==> src/hdl/csag_pkg.sv <==
// ----------------------------------------------------------------------------
// csag_pkg
// Shared types and constants for the coarse scaler address generator.
// ----------------------------------------------------------------------------
package csag_pkg;

    // Fixed field widths.
    localparam int OFF_W   = 24;   // source and target offsets
    localparam int CFG_W   = 13;   // configuration registers
    localparam int CIDX_W  = 8;    // configuration register index
    localparam int NUM_CFG = 4;

    // Configuration register indexes.
    localparam logic [CIDX_W-1:0] CFG_SRC_WIDTH  = 8'd0;
    localparam logic [CIDX_W-1:0] CFG_SRC_HEIGHT = 8'd1;
    localparam logic [CIDX_W-1:0] CFG_TGT_WIDTH  = 8'd2;
    localparam logic [CIDX_W-1:0] CFG_TGT_HEIGHT = 8'd3;

    // Reset values of the configuration registers.
    localparam logic [CFG_W-1:0] RST_SRC_WIDTH  = 13'd320;
    localparam logic [CFG_W-1:0] RST_SRC_HEIGHT = 13'd200;
    localparam logic [CFG_W-1:0] RST_TGT_WIDTH  = 13'd320;
    localparam logic [CFG_W-1:0] RST_TGT_HEIGHT = 13'd200;

    // Setup sequencer states.
    typedef enum logic [2:0] {
        ST_LOAD,
        ST_DIV,
        ST_MUL,
        ST_FIN,
        ST_RUN
    } seq_state_t;

    // One result item.
    typedef struct packed {
        logic [OFF_W-1:0] tgt_offset;
        logic [OFF_W-1:0] src_offset;
        logic             last_in_row;
        logic             last_in_frame;
    } result_t;

endpackage

==> src/hdl/csag_divider.sv <==
// ----------------------------------------------------------------------------
// csag_divider
// Restoring divider, one quotient bit per step, for the setup step terms.
// ----------------------------------------------------------------------------
module csag_divider #(
    parameter int WIDTH = 13
) (
    input  logic             clk,
    input  logic             load,
    input  logic             step,
    input  logic [WIDTH-1:0] dividend,
    input  logic [WIDTH-1:0] divisor,
    output logic [WIDTH-1:0] quotient,
    output logic [WIDTH-1:0] remainder
);

    logic [WIDTH-1:0] rem_reg;
    logic [WIDTH-1:0] quo_reg;
    logic [WIDTH-1:0] dvs_reg;
    logic [WIDTH:0]   trial;
    logic             fits;

    // Shift the next dividend bit into the partial remainder and try a subtract.
    assign trial = {rem_reg, quo_reg[WIDTH-1]};
    assign fits  = (trial >= {1'b0, dvs_reg});

    always_ff @(posedge clk)
    begin
        if (load)
        begin
            rem_reg <= '0;
            quo_reg <= dividend;
            dvs_reg <= divisor;
        end
        else if (step)
        begin
            if (fits)
            begin
                rem_reg <= WIDTH'(trial - {1'b0, dvs_reg});
                quo_reg <= {quo_reg[WIDTH-2:0], 1'b1};
            end
            else
            begin
                rem_reg <= trial[WIDTH-1:0];
                quo_reg <= {quo_reg[WIDTH-2:0], 1'b0};
            end
        end
    end

    assign quotient  = quo_reg;
    assign remainder = rem_reg;

endmodule

==> src/hdl/coarse_scaler_address_gen_top.sv <==
// ----------------------------------------------------------------------------
// coarse_scaler_address_gen_top
// Nearest-neighbor scaling address generator: one source and target pixel
// offset per advance tick, stepped by quotient and error-accumulator terms.
// ----------------------------------------------------------------------------
//  Channel   Direction  Contents
//  s_*       in         tdata[0] = advance; a transfer with advance = 0 is dropped
//  m_*       out        tdata = src_offset, tgt_offset; tlast = last_in_row;
//                       tuser = last_in_frame
//  cfg_*     in         register write: 0 src width, 1 src height,
//                       2 tgt width, 3 tgt height
//
// After reset and after every configuration write the step terms are rebuilt
// by a bit-serial divider, during which s_tready is low. After that one item is
// taken every cycle while the skid register is empty; each result passes through
// the output register, or first through the skid register while m_tready is low.
// The skid register takes one more input transfer while m_tready is low; it then
// holds s_tready low until the output drains.
// ----------------------------------------------------------------------------
module coarse_scaler_address_gen_top #(
    parameter int MAX_DIM = 4096
) (
    input  logic                        clk,
    input  logic                        rst_n,
    // Input stream.
    input  logic                        s_tvalid,
    output logic                        s_tready,
    input  logic [7:0]                  s_tdata,   // [0] advance
    // Output stream.
    output logic                        m_tvalid,
    input  logic                        m_tready,
    output logic [2*csag_pkg::OFF_W-1:0] m_tdata,  // [23:0] src_offset, [47:24] tgt_offset
    output logic                        m_tlast,   // last_in_row
    output logic                        m_tuser,   // [0] last_in_frame
    // Configuration write port.
    input  logic                        cfg_we,
    input  logic [csag_pkg::CIDX_W-1:0] cfg_index,
    input  logic [csag_pkg::CFG_W-1:0]  cfg_data
);

    import csag_pkg::*;

    // Largest usable dimension, limited by the register width as well.
    localparam int CFG_MAX = (1 << CFG_W) - 1;
    localparam int EFF_MAX = (MAX_DIM < CFG_MAX) ? MAX_DIM : CFG_MAX;
    localparam int D_W     = $clog2(EFF_MAX + 1);
    localparam int CNT_W   = (D_W > 1) ? $clog2(D_W) : 1;

    // Clamp a register value into 1 .. EFF_MAX.
    function automatic logic [D_W-1:0] clamp_dim(input logic [CFG_W-1:0] v);
        logic [D_W-1:0] r;
        begin
            if (v == '0)
                r = D_W'(1);
            else if (32'(v) > EFF_MAX)
                r = D_W'(EFF_MAX);
            else
                r = D_W'(v);
            return r;
        end
    endfunction

    // Configuration registers.
    logic [CFG_W-1:0] src_w_cfg_reg, src_h_cfg_reg, tgt_w_cfg_reg, tgt_h_cfg_reg;
    logic             cfg_hit;

    assign cfg_hit = cfg_we && (32'(cfg_index) < NUM_CFG);

    always_ff @(posedge clk or negedge rst_n)
    begin
        if (!rst_n)
        begin
            src_w_cfg_reg <= RST_SRC_WIDTH;
            src_h_cfg_reg <= RST_SRC_HEIGHT;
            tgt_w_cfg_reg <= RST_TGT_WIDTH;
            tgt_h_cfg_reg <= RST_TGT_HEIGHT;
        end
        else if (cfg_we)
        begin
            unique case (cfg_index)
                CFG_SRC_WIDTH:  src_w_cfg_reg <= cfg_data;
                CFG_SRC_HEIGHT: src_h_cfg_reg <= cfg_data;
                CFG_TGT_WIDTH:  tgt_w_cfg_reg <= cfg_data;
                CFG_TGT_HEIGHT: tgt_h_cfg_reg <= cfg_data;
                default: ;
            endcase
        end
    end

    // Setup sequencer.
    seq_state_t       state_reg, state_next;
    logic [CNT_W-1:0] div_cnt_reg, div_cnt_next;

    always_ff @(posedge clk or negedge rst_n)
    begin
        if (!rst_n)
        begin
            state_reg   <= ST_LOAD;
            div_cnt_reg <= '0;
        end
        else
        begin
            state_reg   <= state_next;
            div_cnt_reg <= div_cnt_next;
        end
    end

    always_comb
    begin
        state_next   = state_reg;
        div_cnt_next = div_cnt_reg;
        if (cfg_hit)
        begin
            state_next = ST_LOAD;
        end
        else
        begin
            unique case (state_reg)
                ST_LOAD:
                begin
                    state_next   = ST_DIV;
                    div_cnt_next = '0;
                end
                ST_DIV:
                begin
                    div_cnt_next = div_cnt_reg + 1'b1;
                    if (div_cnt_reg == CNT_W'(D_W - 1))
                        state_next = ST_MUL;
                end
                ST_MUL:  state_next = ST_FIN;
                ST_FIN:  state_next = ST_RUN;
                ST_RUN:  state_next = ST_RUN;
                default: state_next = ST_LOAD;
            endcase
        end
    end

    // Clamped dimensions, captured when the setup starts.
    logic [D_W-1:0] sw_reg, tw_reg, th_reg;

    always_ff @(posedge clk)
    begin
        if (state_reg == ST_LOAD)
        begin
            sw_reg <= clamp_dim(src_w_cfg_reg);
            tw_reg <= clamp_dim(tgt_w_cfg_reg);
            th_reg <= clamp_dim(tgt_h_cfg_reg);
        end
    end

    // Horizontal and vertical quotient and remainder.
    logic           div_load, div_step;
    logic [D_W-1:0] h_quo, h_rem, v_quo, v_rem;

    assign div_load = (state_reg == ST_LOAD);
    assign div_step = (state_reg == ST_DIV);

    csag_divider #(.WIDTH(D_W)) u_div_h (
        .clk       (clk),
        .load      (div_load),
        .step      (div_step),
        .dividend  (clamp_dim(src_w_cfg_reg)),
        .divisor   (clamp_dim(tgt_w_cfg_reg)),
        .quotient  (h_quo),
        .remainder (h_rem)
    );

    csag_divider #(.WIDTH(D_W)) u_div_v (
        .clk       (clk),
        .load      (div_load),
        .step      (div_step),
        .dividend  (clamp_dim(src_h_cfg_reg)),
        .divisor   (clamp_dim(tgt_h_cfg_reg)),
        .quotient  (v_quo),
        .remainder (v_rem)
    );

    // Step terms: row step is the vertical quotient times the source width.
    // The "plus one" forms let the run logic pick a sum instead of chaining adds.
    logic [OFF_W-1:0] col_step_reg, col_step1_reg, row_step_reg, row_step1_reg;

    always_ff @(posedge clk)
    begin
        if (state_reg == ST_MUL)
        begin
            row_step_reg <= OFF_W'(v_quo) * OFF_W'(sw_reg);
        end
        if (state_reg == ST_FIN)
        begin
            row_step1_reg <= row_step_reg + OFF_W'(sw_reg);
            col_step_reg  <= OFF_W'(h_quo);
            col_step1_reg <= OFF_W'(h_quo) + OFF_W'(1);
        end
    end

    // Output register and skid register.
    logic    out_valid_reg, out_valid_next;
    logic    skid_valid_reg, skid_valid_next;
    result_t out_reg, out_next;
    result_t skid_reg, skid_next;
    result_t res;
    logic    produce;

    assign s_tready = (state_reg == ST_RUN) && !skid_valid_reg;
    assign produce  = s_tvalid && s_tready && s_tdata[0];

    // Position and error state.
    logic [D_W-1:0]   col_reg, col_next, row_reg, row_next;
    logic [D_W-1:0]   herr_reg, herr_next, verr_reg, verr_next;
    logic [OFF_W-1:0] base_reg, base_next, sptr_reg, sptr_next, tptr_reg, tptr_next;

    logic             row_end, frame_end, h_carry, v_carry;
    logic [D_W:0]     herr_sum, verr_sum;

    assign row_end   = (col_reg == tw_reg - 1'b1);
    assign frame_end = row_end && (row_reg == th_reg - 1'b1);
    assign herr_sum  = {1'b0, herr_reg} + {1'b0, h_rem};
    assign verr_sum  = {1'b0, verr_reg} + {1'b0, v_rem};
    assign h_carry   = (herr_sum >= {1'b0, tw_reg});
    assign v_carry   = (verr_sum >= {1'b0, th_reg});

    // The current position is the result of this transfer.
    always_comb
    begin
        res.src_offset    = sptr_reg;
        res.tgt_offset    = tptr_reg;
        res.last_in_row   = row_end;
        res.last_in_frame = frame_end;
    end

    // Advance the position by one target pixel, wrapping at row and frame ends; clear it during setup.
    always_comb
    begin
        col_next  = col_reg;
        row_next  = row_reg;
        herr_next = herr_reg;
        verr_next = verr_reg;
        base_next = base_reg;
        sptr_next = sptr_reg;
        tptr_next = tptr_reg;
        if (state_reg == ST_LOAD)
        begin
            col_next  = '0;
            row_next  = '0;
            herr_next = '0;
            verr_next = '0;
            base_next = '0;
            sptr_next = '0;
            tptr_next = '0;
        end
        else if (produce)
        begin
            priority if (frame_end)
            begin
                col_next  = '0;
                row_next  = '0;
                herr_next = '0;
                verr_next = '0;
                base_next = '0;
                sptr_next = '0;
                tptr_next = '0;
            end
            else if (row_end)
            begin
                tptr_next = tptr_reg + 1'b1;
                col_next  = '0;
                row_next  = row_reg + 1'b1;
                herr_next = '0;
                if (v_carry)
                begin
                    verr_next = D_W'(verr_sum - {1'b0, th_reg});
                    base_next = base_reg + row_step1_reg;
                end
                else
                begin
                    verr_next = verr_sum[D_W-1:0];
                    base_next = base_reg + row_step_reg;
                end
                sptr_next = base_next;
            end
            else
            begin
                tptr_next = tptr_reg + 1'b1;
                col_next  = col_reg + 1'b1;
                if (h_carry)
                begin
                    herr_next = D_W'(herr_sum - {1'b0, tw_reg});
                    sptr_next = sptr_reg + col_step1_reg;
                end
                else
                begin
                    herr_next = herr_sum[D_W-1:0];
                    sptr_next = sptr_reg + col_step_reg;
                end
            end
        end
    end

    // Route a new result to the output register, or to the skid register on a stall; a held skid result goes out first.
    always_comb
    begin
        out_valid_next  = out_valid_reg;
        out_next        = out_reg;
        skid_valid_next = skid_valid_reg;
        skid_next       = skid_reg;
        if (!out_valid_reg || m_tready)
        begin
            if (skid_valid_reg)
            begin
                out_valid_next  = 1'b1;
                out_next        = skid_reg;
                skid_valid_next = 1'b0;
            end
            else
            begin
                out_valid_next = produce;
                out_next       = res;
            end
        end
        else if (produce)
        begin
            skid_valid_next = 1'b1;
            skid_next       = res;
        end
    end

    always_ff @(posedge clk or negedge rst_n)
    begin
        if (!rst_n)
        begin
            out_valid_reg  <= 1'b0;
            skid_valid_reg <= 1'b0;
            col_reg        <= '0;
            row_reg        <= '0;
            herr_reg       <= '0;
            verr_reg       <= '0;
            base_reg       <= '0;
            sptr_reg       <= '0;
            tptr_reg       <= '0;
        end
        else
        begin
            out_valid_reg  <= out_valid_next;
            skid_valid_reg <= skid_valid_next;
            col_reg        <= col_next;
            row_reg        <= row_next;
            herr_reg       <= herr_next;
            verr_reg       <= verr_next;
            base_reg       <= base_next;
            sptr_reg       <= sptr_next;
            tptr_reg       <= tptr_next;
        end
    end

    always_ff @(posedge clk)
    begin
        out_reg  <= out_next;
        skid_reg <= skid_next;
    end

    // Output ports.
    assign m_tvalid = out_valid_reg;
    assign m_tdata  = {out_reg.tgt_offset, out_reg.src_offset};
    assign m_tlast  = out_reg.last_in_row;
    assign m_tuser  = out_reg.last_in_frame;

endmodule
==> config.mk <==
export PLATFORM = sky130hd
export DESIGN_NAME = coarse_scaler_address_gen_top
export DESIGN_NICKNAME = d
export VERILOG_FILES = /design/src/hdl/csag_pkg.sv /design/src/hdl/csag_divider.sv /design/src/hdl/coarse_scaler_address_gen_top.sv
export SDC_FILE = /design/constraint.sdc
export NUM_CORES = 1
export LEC_CHECK = 0
export BUFFER_PORTS_ARGS = -buffer_cell sky130_fd_sc_hd__buf_2
export CAP_MARGIN = 30
export CORE_MARGIN = 2
export CORE_UTILIZATION = 60
export DETAILED_ROUTE_END_ITERATION = 6
export PLACE_DENSITY = 0.85
export SETUP_SLACK_MARGIN = 0.2
export SLEW_MARGIN = 10
export SYNTH_ARGS = -nofsm -noshare
export SYNTH_HDL_FRONTEND = slang
export SYNTH_HIERARCHICAL = 1
export SYNTH_SLANG_ARGS = --single-unit
export TNS_END_PERCENT = 1
==> constraint.sdc <==
create_clock -name clk -period 7.5 [get_ports clk]
set_input_delay 1.125 -clock clk [delete_from_list [all_inputs] [get_ports clk]]
set_output_delay 1.125 -clock clk [all_outputs]
set_load 0.01 [all_outputs]
## After elaboration in Yosys (flattened, before gate mapping)

Index checks and enable logic that the tools add are counted.

- $add $sub $neg: 18
- Multiply operators: 1
- Magnitude comparators: 9
- Eq/ne operators: 11
- Muxes and demuxes: 53
- Bitwise logic cells: 2
- Reductions and logical operators: 28

Operators by type and width:

| kind | number |
|---|---|
| $mux W13 | 30 |
| $mux W24 | 13 |
| $add A24 B24 Y24 | 3 |
| $ge A14 B13 Y1 | 4 |
| $gt A13 B13 Y1 const B | 4 |
| $logic_not A13 Y1 | 4 |
| $sub A13 B13 Y13 | 4 |
| $mux W50 | 1 |
| $add A24 B13 Y24 | 2 |
| $add A13 B13 Y14 | 2 |
| $add A13 B1 Y13 const B | 2 |
| $eq A13 B13 Y1 | 2 |
| $sub A13 B1 Y13 const B | 2 |
| $add A24 B1 Y24 const B | 1 |
| $mul A13 B13 Y24 | 1 |
| $eq A8 B2 Y1 const B | 2 |
| $add A13 B1 Y14 const B | 1 |
| $reduce_and A2 Y1 | 7 |
| $pmux W3 S4 | 1 |
| $eq A8 B1 Y1 const B | 1 |
| $logic_not A8 Y1 | 1 |
| $lt A8 B3 Y1 const B | 1 |
| $pmux W4 S2 | 1 |
| $eq A3 B2 Y1 const B | 2 |
| 15 further kinds | 30 |

- Flip-flop bits (word level): 461
- Logic and storage cells: 158

## Depth between registers and ports, before layout

Gate-level depths: netlist of run 1.

- Depth after elaboration: 7
- Mapped depth: 30
- Gate-level depth less buffers: 29

## Hierarchy

The synthesis of run 1 kept the hierarchy.

Modules (own cells, without submodules):

| module | times used | cells each | area an instance (µm²) | sequential area each (µm²) |
|---|---|---|---|---|
| coarse_scaler_address_gen_top | 1 | 2554 | 26858.3 | 11068.1 |
| csag_divider | 2 | 217 | 2331.0 | 1041.0 |

## Worst setup path before layout of run 1

No wires, ideal clock.

- Kind: register -> register
- Start: register u_div_h.rem_reg[0] (netlist: u_div_h/remainder[0])
- End: register sptr_reg[19]
- Arrival time: 6.328 ns
- Data required time: 7.369 ns
- Setup slack: 1.041 ns
- Cell stages (with the launch flop): 28
- Path buffers: 2
- Period minus slack after synthesis: 6.459 ns
- Cell sequence: dfxtp_1 > ha_1 > fa_1 > a21o_1 > a21oi_1 > o21ai_0 > nor4_1 > o311a_1 > xnor2_1 > ha_1 > nand3_1 > nand2_1 > nand2_1 > a31oi_1 > o32ai_1 > o211ai_1 > buf_1 > clkbuf_1 > mux2_2 > ha_1 > nand3_1 > o211ai_1 > a2111oi_0 > o31a_1 > o21ai_0 > o311ai_1 > nor4_1 > or3_1

- Word-level cells in the longest chain between the ends: 7

Ends and longest elaborated chain:

| element | RTL line | RTL |
|---|---|---|
| from (decl) | csag_divider.sv:17 | `logic [WIDTH-1:0] rem_reg;` |
| from (signal assigned) | csag_divider.sv:39 | `rem_reg <= WIDTH'(trial - {1'b0, dvs_reg});` |
| from (signal assigned) | csag_divider.sv:44 | `rem_reg <= trial[WIDTH-1:0];` |
| $add A13 B13 Y14 | coarse_scaler_address_gen_top.sv:217 | `assign herr_sum = {1'b0, herr_reg} + {1'b0, h_rem};` |
| $ge A14 B13 Y1 | coarse_scaler_address_gen_top.sv:219 | `assign h_carry = (herr_sum >= {1'b0, tw_reg});` |
| $mux W24 | coarse_scaler_address_gen_top.sv:285 | `if (h_carry)` |
| $mux W24 | coarse_scaler_address_gen_top.sv:263 | `else if (row_end)` |
| $mux W24 | coarse_scaler_address_gen_top.sv:253 | `priority if (frame_end)` |
| $mux W24 | coarse_scaler_address_gen_top.sv:251 | `else if (produce)` |
| $mux W24 | coarse_scaler_address_gen_top.sv:241 | `if (state_reg == ST_LOAD)` |
| to (signal assigned) | coarse_scaler_address_gen_top.sv:350 | `sptr_reg <= sptr_next;` |
| to (decl) | coarse_scaler_address_gen_top.sv:210 | `logic [OFF_W-1:0] base_reg, base_next, sptr_reg, sptr_next, tptr_reg, tptr_next;` |

Every way passes these cells. The select of a mux whose other input is x is not followed.
A chain may end at the register's enable or synchronous reset.

## Final worst setup path of run 1

- Start: register u_div_v.rem_reg[0] (netlist: u_div_v/remainder[0])
- End: register sptr_reg[22]

- Word-level cells in the longest chain between the ends: 7

Ends and longest elaborated chain:

| element | RTL line | RTL |
|---|---|---|
| from (decl) | csag_divider.sv:17 |  |
| from (signal assigned) | csag_divider.sv:39 |  |
| from (signal assigned) | csag_divider.sv:44 |  |
| $add A13 B13 Y14 | coarse_scaler_address_gen_top.sv:218 | `assign verr_sum = {1'b0, verr_reg} + {1'b0, v_rem};` |
| $ge A14 B13 Y1 | coarse_scaler_address_gen_top.sv:220 | `assign v_carry = (verr_sum >= {1'b0, th_reg});` |
| $mux W24 | coarse_scaler_address_gen_top.sv:269 | `if (v_carry)` |
| $mux W24 | coarse_scaler_address_gen_top.sv:263 |  |
| $mux W24 | coarse_scaler_address_gen_top.sv:253 |  |
| $mux W24 | coarse_scaler_address_gen_top.sv:251 |  |
| $mux W24 | coarse_scaler_address_gen_top.sv:241 |  |

Every way passes these cells. The select of a mux whose other input is x is not followed.

==> flow_metrics.env, run 1 <==
export IMPL_track_usage=0.274
export IMPL_fin_skew_ps=49.9
export IMPL_final_max_slew_violation_count=0
export IMPL_syn_nets=3349
export IMPL_yosysSeqAreaShare=0.417
export IMPL_postRouteAntennaNets=0
export IMPL_cp_slowest_cell="mux2_2"
export IMPL_nets=3383
export IMPL_first_pass_iters=6
export IMPL_drv_cap=0
export IMPL_grt_ovfl_total=0
export IMPL_num_fill_cells=3809
export IMPL_grt_setup_unrepaired="false"
export IMPL_ys_flop_type="edfxtp_1"
export IMPL_antenna_found_initial=2
export IMPL_fin_crit_ps=6990
export IMPL_coreArea_um2=52200
export IMPL_required_ps=7990
export IMPL_layout_drive_gt1_share=0.132
export IMPL_fp_dieW_um=233
export IMPL_postCtsHoldBufs=0
export IMPL_drcViolationCount=0
export IMPL_multi_input_area_um2=17100
export IMPL_cp_end_kind="flop"
export IMPL_cp_data_arrival_time_ps=7490
export IMPL_layout_commonest_cell="nand2_1"
export IMPL_setup_viol=0
export IMPL_worst_path_largest_cell_delay_ps=430
export IMPL_syn_inst=2988
export IMPL_relSlewSlack=0.344
export IMPL_critPathLaunchType="flop"
export IMPL_cts_sinks=477
export IMPL_ff_latch_area_um2=13200
export IMPL_cts_buffer_depth=3
export IMPL_area_delta_synth_final_pct=8.40
export IMPL_final_cell_mix="281 x nand2_1, 266 x edfxtp_1, 231 x inv_1"
export IMPL_crit_fanout=10
export IMPL_cts_root_buf="clkbuf_16"
export IMPL_die_area_um2=54400
export IMPL_max_freq_mhz=143
export IMPL_crit_family="compound AO/OA/AOI/OAI gates"
export IMPL_fin_crit_sh=0.932
export IMPL_avgViaCountPerCell=6.19
export IMPL_numCtsBuffers=47
export IMPL_final_cells=3750
export IMPL_async_reset_ff_frac=0.388
export IMPL_worstHoldPathType="input pin to async pin"
export IMPL_ctsHtreeMaxLevel=2
export IMPL_start_util=0.603
export IMPL_clk_latency_ps=610
export IMPL_cts_tree="yes"
export IMPL_grt_pass1_wl_um=119000
export IMPL_gp_congestion=0.944
export IMPL_ios=86
export IMPL_cp_num_buf_inv=1
export IMPL_wl_um=74000
export IMPL_tightestPinTransition_ps=979
export IMPL_row_count=84
export IMPL_grt_pass1_vias=22942
export IMPL_hpwlAfterDp_um=53200
export IMPL_outcome="completed"
export IMPL_critPathKind="flop to flop"
export IMPL_die_h_um=233
export IMPL_largest_reg_flops=50
export IMPL_hold_viol=0
export IMPL_synth_edff_count=266
export IMPL_routedWlPerCell_um=19.7
export IMPL_vias=23212
export IMPL_dr_first_iter_drc_count=2124
export IMPL_ys_warn_count=6
export IMPL_setup_tns_ps=0
export IMPL_grt_max_degree=111
export IMPL_syn_area_per_cell_um2=10.5
export IMPL_port_buffers=78
export IMPL_netlist_area_um2=31500
export IMPL_yosysUniqueCellTypes=90
export IMPL_dp_cells=3658
export IMPL_ys_ff_latch=477
export IMPL_clk_pin_slew_ps=60
[kinds of logic after synthesis]
logic type	Yosys count	synth area share
flip-flops	477	0.417
adder cells (fa/ha/maj)	327	0.161
AO/OA/AOI/OAI	565	0.120
multiplexers	194	0.0679
XOR/XNOR	185	0.0514
buffers and inverters	349	0.0434
AND/OR/NAND/NOR	891	0.140
[per-stage QoR]
stage,utilization,hold WS [ps],instance area (um2),worst slack [ps]
after floorplan,-,443,31500,1040
after global placement,0.622,465,32500,716
after detailed placement,0.622,467,32500,529
after CTS,0.653,483,34100,515
after global routing,0.654,346,34200,205
final,0.654,357,34200,508
[cells in the mapped netlist (12+ instances only)]
library cell	count	area, um2
o31ai_1	15	113
edfxtp_1	266	7990
mux2_2	159	1790
buf_1	12	45.0
nor2_1	157	589
a211oi_1	29	218
o21ai_1	32	160
dfxtp_1	26	521
nor3_1	60	300
inv_1	232	871
ha_1	198	2480
o21bai_1	17	128
or3_1	19	119
mux2i_1	35	350
fa_1	129	2580
a21oi_1	113	566
a22o_1	21	184
nor2b_1	70	438
a21o_1	35	263
and3_1	42	263
nand4_1	23	144
clkbuf_1	80	300
nand3_1	75	375
a31oi_1	35	219
buf_2	19	95.1
o21a_1	23	173
nand2_1	281	1050
xor2_1	65	569
nand2b_1	21	131
o21ai_0	129	646
xnor2_1	120	1050
and2_1	71	444
nor4_1	22	138
dfrtp_1	175	4380
[final cells by class]
class,instances,share of cell area
multi-input cells,2162,0.500
well taps,688,0.0252
inverters,233,0.0257
flip-flops and latches,477,0.385
diodes,1,0.0000732
repair buffers,101,0.0178
clock inverters,23,0.00703
clock buffers,65,0.0397
[routing by layer]
metal / part of all wire / vias to the layer above / track usage
met1: 0.42 / 11501 / 0.371
met2: 0.49 / 898 / 0.464
met4: 0.029 / 0 / 0.0894
met5: 0 / - / 0
li1: - / 10661 / -
met3: 0.061 / 152 / 0.0305
[final timing paths]
kind	from	end	cells past startpoint	slack (ps)
setup / recovery	u_div_v/remainder[0]	sptr_reg[22]	26	510
hold / removal	rst_n	tgt_h_cfg_reg[10]	1	360
setup reg to reg	u_div_v/remainder[0]	sptr_reg[22]	26	510
hold reg to reg	base_reg[17]	base_reg[17]	2	480
max in group asynchronous	rst_n	sptr_reg[8]	4	5790
min in group clk	base_reg[17]	base_reg[17]	2	480
[what timing repair did]
item,CTS,global route
setup buffers,0,0
gates resized for setup,0,1
setup endpoints to repair,0,2
Power of run 1 is left out: the tool's default activity adds up to more than one toggle a clock period on the data nets, which glitch-free logic cannot reach.
==> run 2: changes to the inputs <==
- PLACE_DENSITY: 0.85 -> 0.77
==> run 2 against run 1 <==
  * Register-to-register slack improved by 99 ps
  * Flip-flop and latch count stayed put
  * Die area unchanged
==> flow_metrics.env, run 2 (synthesis gave the netlist of run 1 again) <==
export IMPL_cts_buffer_depth=3
export IMPL_gp_congestion=0.927
export IMPL_ctsResizeCount=0
export IMPL_postCtsHoldBufs=0
export IMPL_cp_data_arrival_time_ps=7380
export IMPL_post_route_util=0.658
export IMPL_r2r_end="sptr_reg[23]"
export IMPL_postRouteAntennaNets=0
export IMPL_hold_viol=0
export IMPL_routedWlPerCell_um=19.5
export IMPL_nets=3390
export IMPL_tightestPinTransition_ps=947
export IMPL_antenna_found_initial=0
export IMPL_grt_max_degree=112
export IMPL_first_pass_iters=7
export IMPL_fin_crit_sh=0.919
export IMPL_clk_pin_slew_ps=70
export IMPL_final_cell_mix="281 x nand2_1, 266 x edfxtp_1, 231 x inv_1"
export IMPL_required_ps=7990
export IMPL_numCtsBuffers=49
export IMPL_cts_setup_buffers=0
export IMPL_drcViolationCount=0
export IMPL_area_delta_synth_final_pct=9.03
export IMPL_dr_first_iter_drc_count=1812
export IMPL_fp_dieW_um=233
export IMPL_rr_startpoint="u_div_v/remainder[0]"
export IMPL_cts_sinks=477
export IMPL_fin_crit_ps=6890
export IMPL_detailedPlace_worstSlack_ps=539
export IMPL_die_area_um2=54400
export IMPL_relSlewSlack=0.367
export IMPL_clk_latency_ps=600
export IMPL_avgViaCountPerCell=6.07
export IMPL_cts_root_buf="clkbuf_16"
export IMPL_setup_viol=0
export IMPL_r2r_worst_path_cells=25
export IMPL_cts_tree="yes"
export IMPL_grt_setup_unrepaired="false"
export IMPL_final_max_slew_violation_count=0
export IMPL_layout_commonest_cell="nand2_1"
export IMPL_layout_drive_gt1_share=0.133
export IMPL_grt_ovfl_total=0
export IMPL_grt_pass1_vias=22858
export IMPL_die_h_um=233
export IMPL_hpwlAfterDp_um=53000
export IMPL_start_util=0.603
export IMPL_antenna_cells=0
export IMPL_drv_cap=0
export IMPL_coreArea_um2=52200
export IMPL_crit_fanout=12
export IMPL_ctsHtreeMaxLevel=2
export IMPL_largest_reg_flops=50
export IMPL_rrSetupSlack_ps=610
export IMPL_wl_um=73100
export IMPL_vias=22826
export IMPL_fin_skew_ps=21.5
export IMPL_num_fill_cells=3929
export IMPL_track_usage=0.273
export IMPL_cp_end_kind="flop"
export IMPL_ios=86
export IMPL_grt_pass1_wl_um=118000
export IMPL_port_buffers=78
export IMPL_outcome="completed"
export IMPL_critPathLaunchType="flop"
export IMPL_row_count=84
export IMPL_worstHoldPathType="input pin to async pin"
export IMPL_setup_tns_ps=0
export IMPL_setup_ws_ps=606
export IMPL_critPathKind="flop to flop"
export IMPL_max_freq_mhz=145
## run 2: metal layers
| metal | wire length [um] | track usage |
|---|---|---|
| met1 | 31600 | 0.365 |
| met2 | 35900 | 0.467 |
| met3 | 3740 | 0.0342 |
| met4 | 1890 | 0.0794 |
| met5 | 0 | 0 |
## run 2: how the worst max path moves through the flow
stage	from	end	slack, ps	cells after the start
4_1_cts	u_div_v/remainder[0]	sptr_reg[23]	500	25
2_1_floorplan	u_div_h/remainder[0]	sptr_reg[19]	1040	27
6_report	u_div_v/remainder[0]	sptr_reg[23]	610	25
5_1_grt	u_div_v/remainder[0]	sptr_reg[23]	200	25
3_3_place_gp	u_div_v/remainder[0]	sptr_reg[23]	620	24
3_5_place_dp	u_div_v/remainder[0]	sptr_reg[23]	540	25
## run 2: through the flow
| step | hold slack (ps) | area (um2) | std cells |
|---|---|---|---|
| after floorplan | 443 | 31500 | 2988 |
| final | 340 | 34400 | 3758 |
| after detailed placement | 470 | 32600 | 3662 |
| after global placement | 464 | 32500 | 3660 |
| after CTS | 488 | 34300 | 3754 |
| after global routing | 331 | 34400 | 3758 |
## run 2: area by class of cell
class / count / area, um2 / share of cell area
repair buffers: 106 / 647 / 0.0188
clock inverters: 17 / 278 / 0.00808
multi-input cells: 2162 / 17100 / 0.497
clock buffers: 75 / 1480 / 0.0431
well taps: 688 / 861 / 0.0250
inverters: 233 / 877 / 0.0255
flip-flops and latches: 477 / 13200 / 0.383
## run 2: worst max-delay path, cell delays in order, from the launching register on
cell	delay (ps)
dfxtp_1	390
ha_1	260
fa_1	400
a21o_1	190
a21oi_1	300
o21bai_1	150
a311oi_2	360
xnor2_1	130
ha_1	360
nand2_1	70
o21ai_0	290
o32ai_1	160
a21o_1	200
o41ai_4	90
buf_6	240
mux2_2	350
ha_1	230
a211oi_1	320
nor3_1	140
o41a_1	460
a221o_1	360
a31oi_1	370
o21ai_1	170
a221oi_1	300
xnor2_1	150
a221o_1	350
Power of run 2 is left out for the same reason.
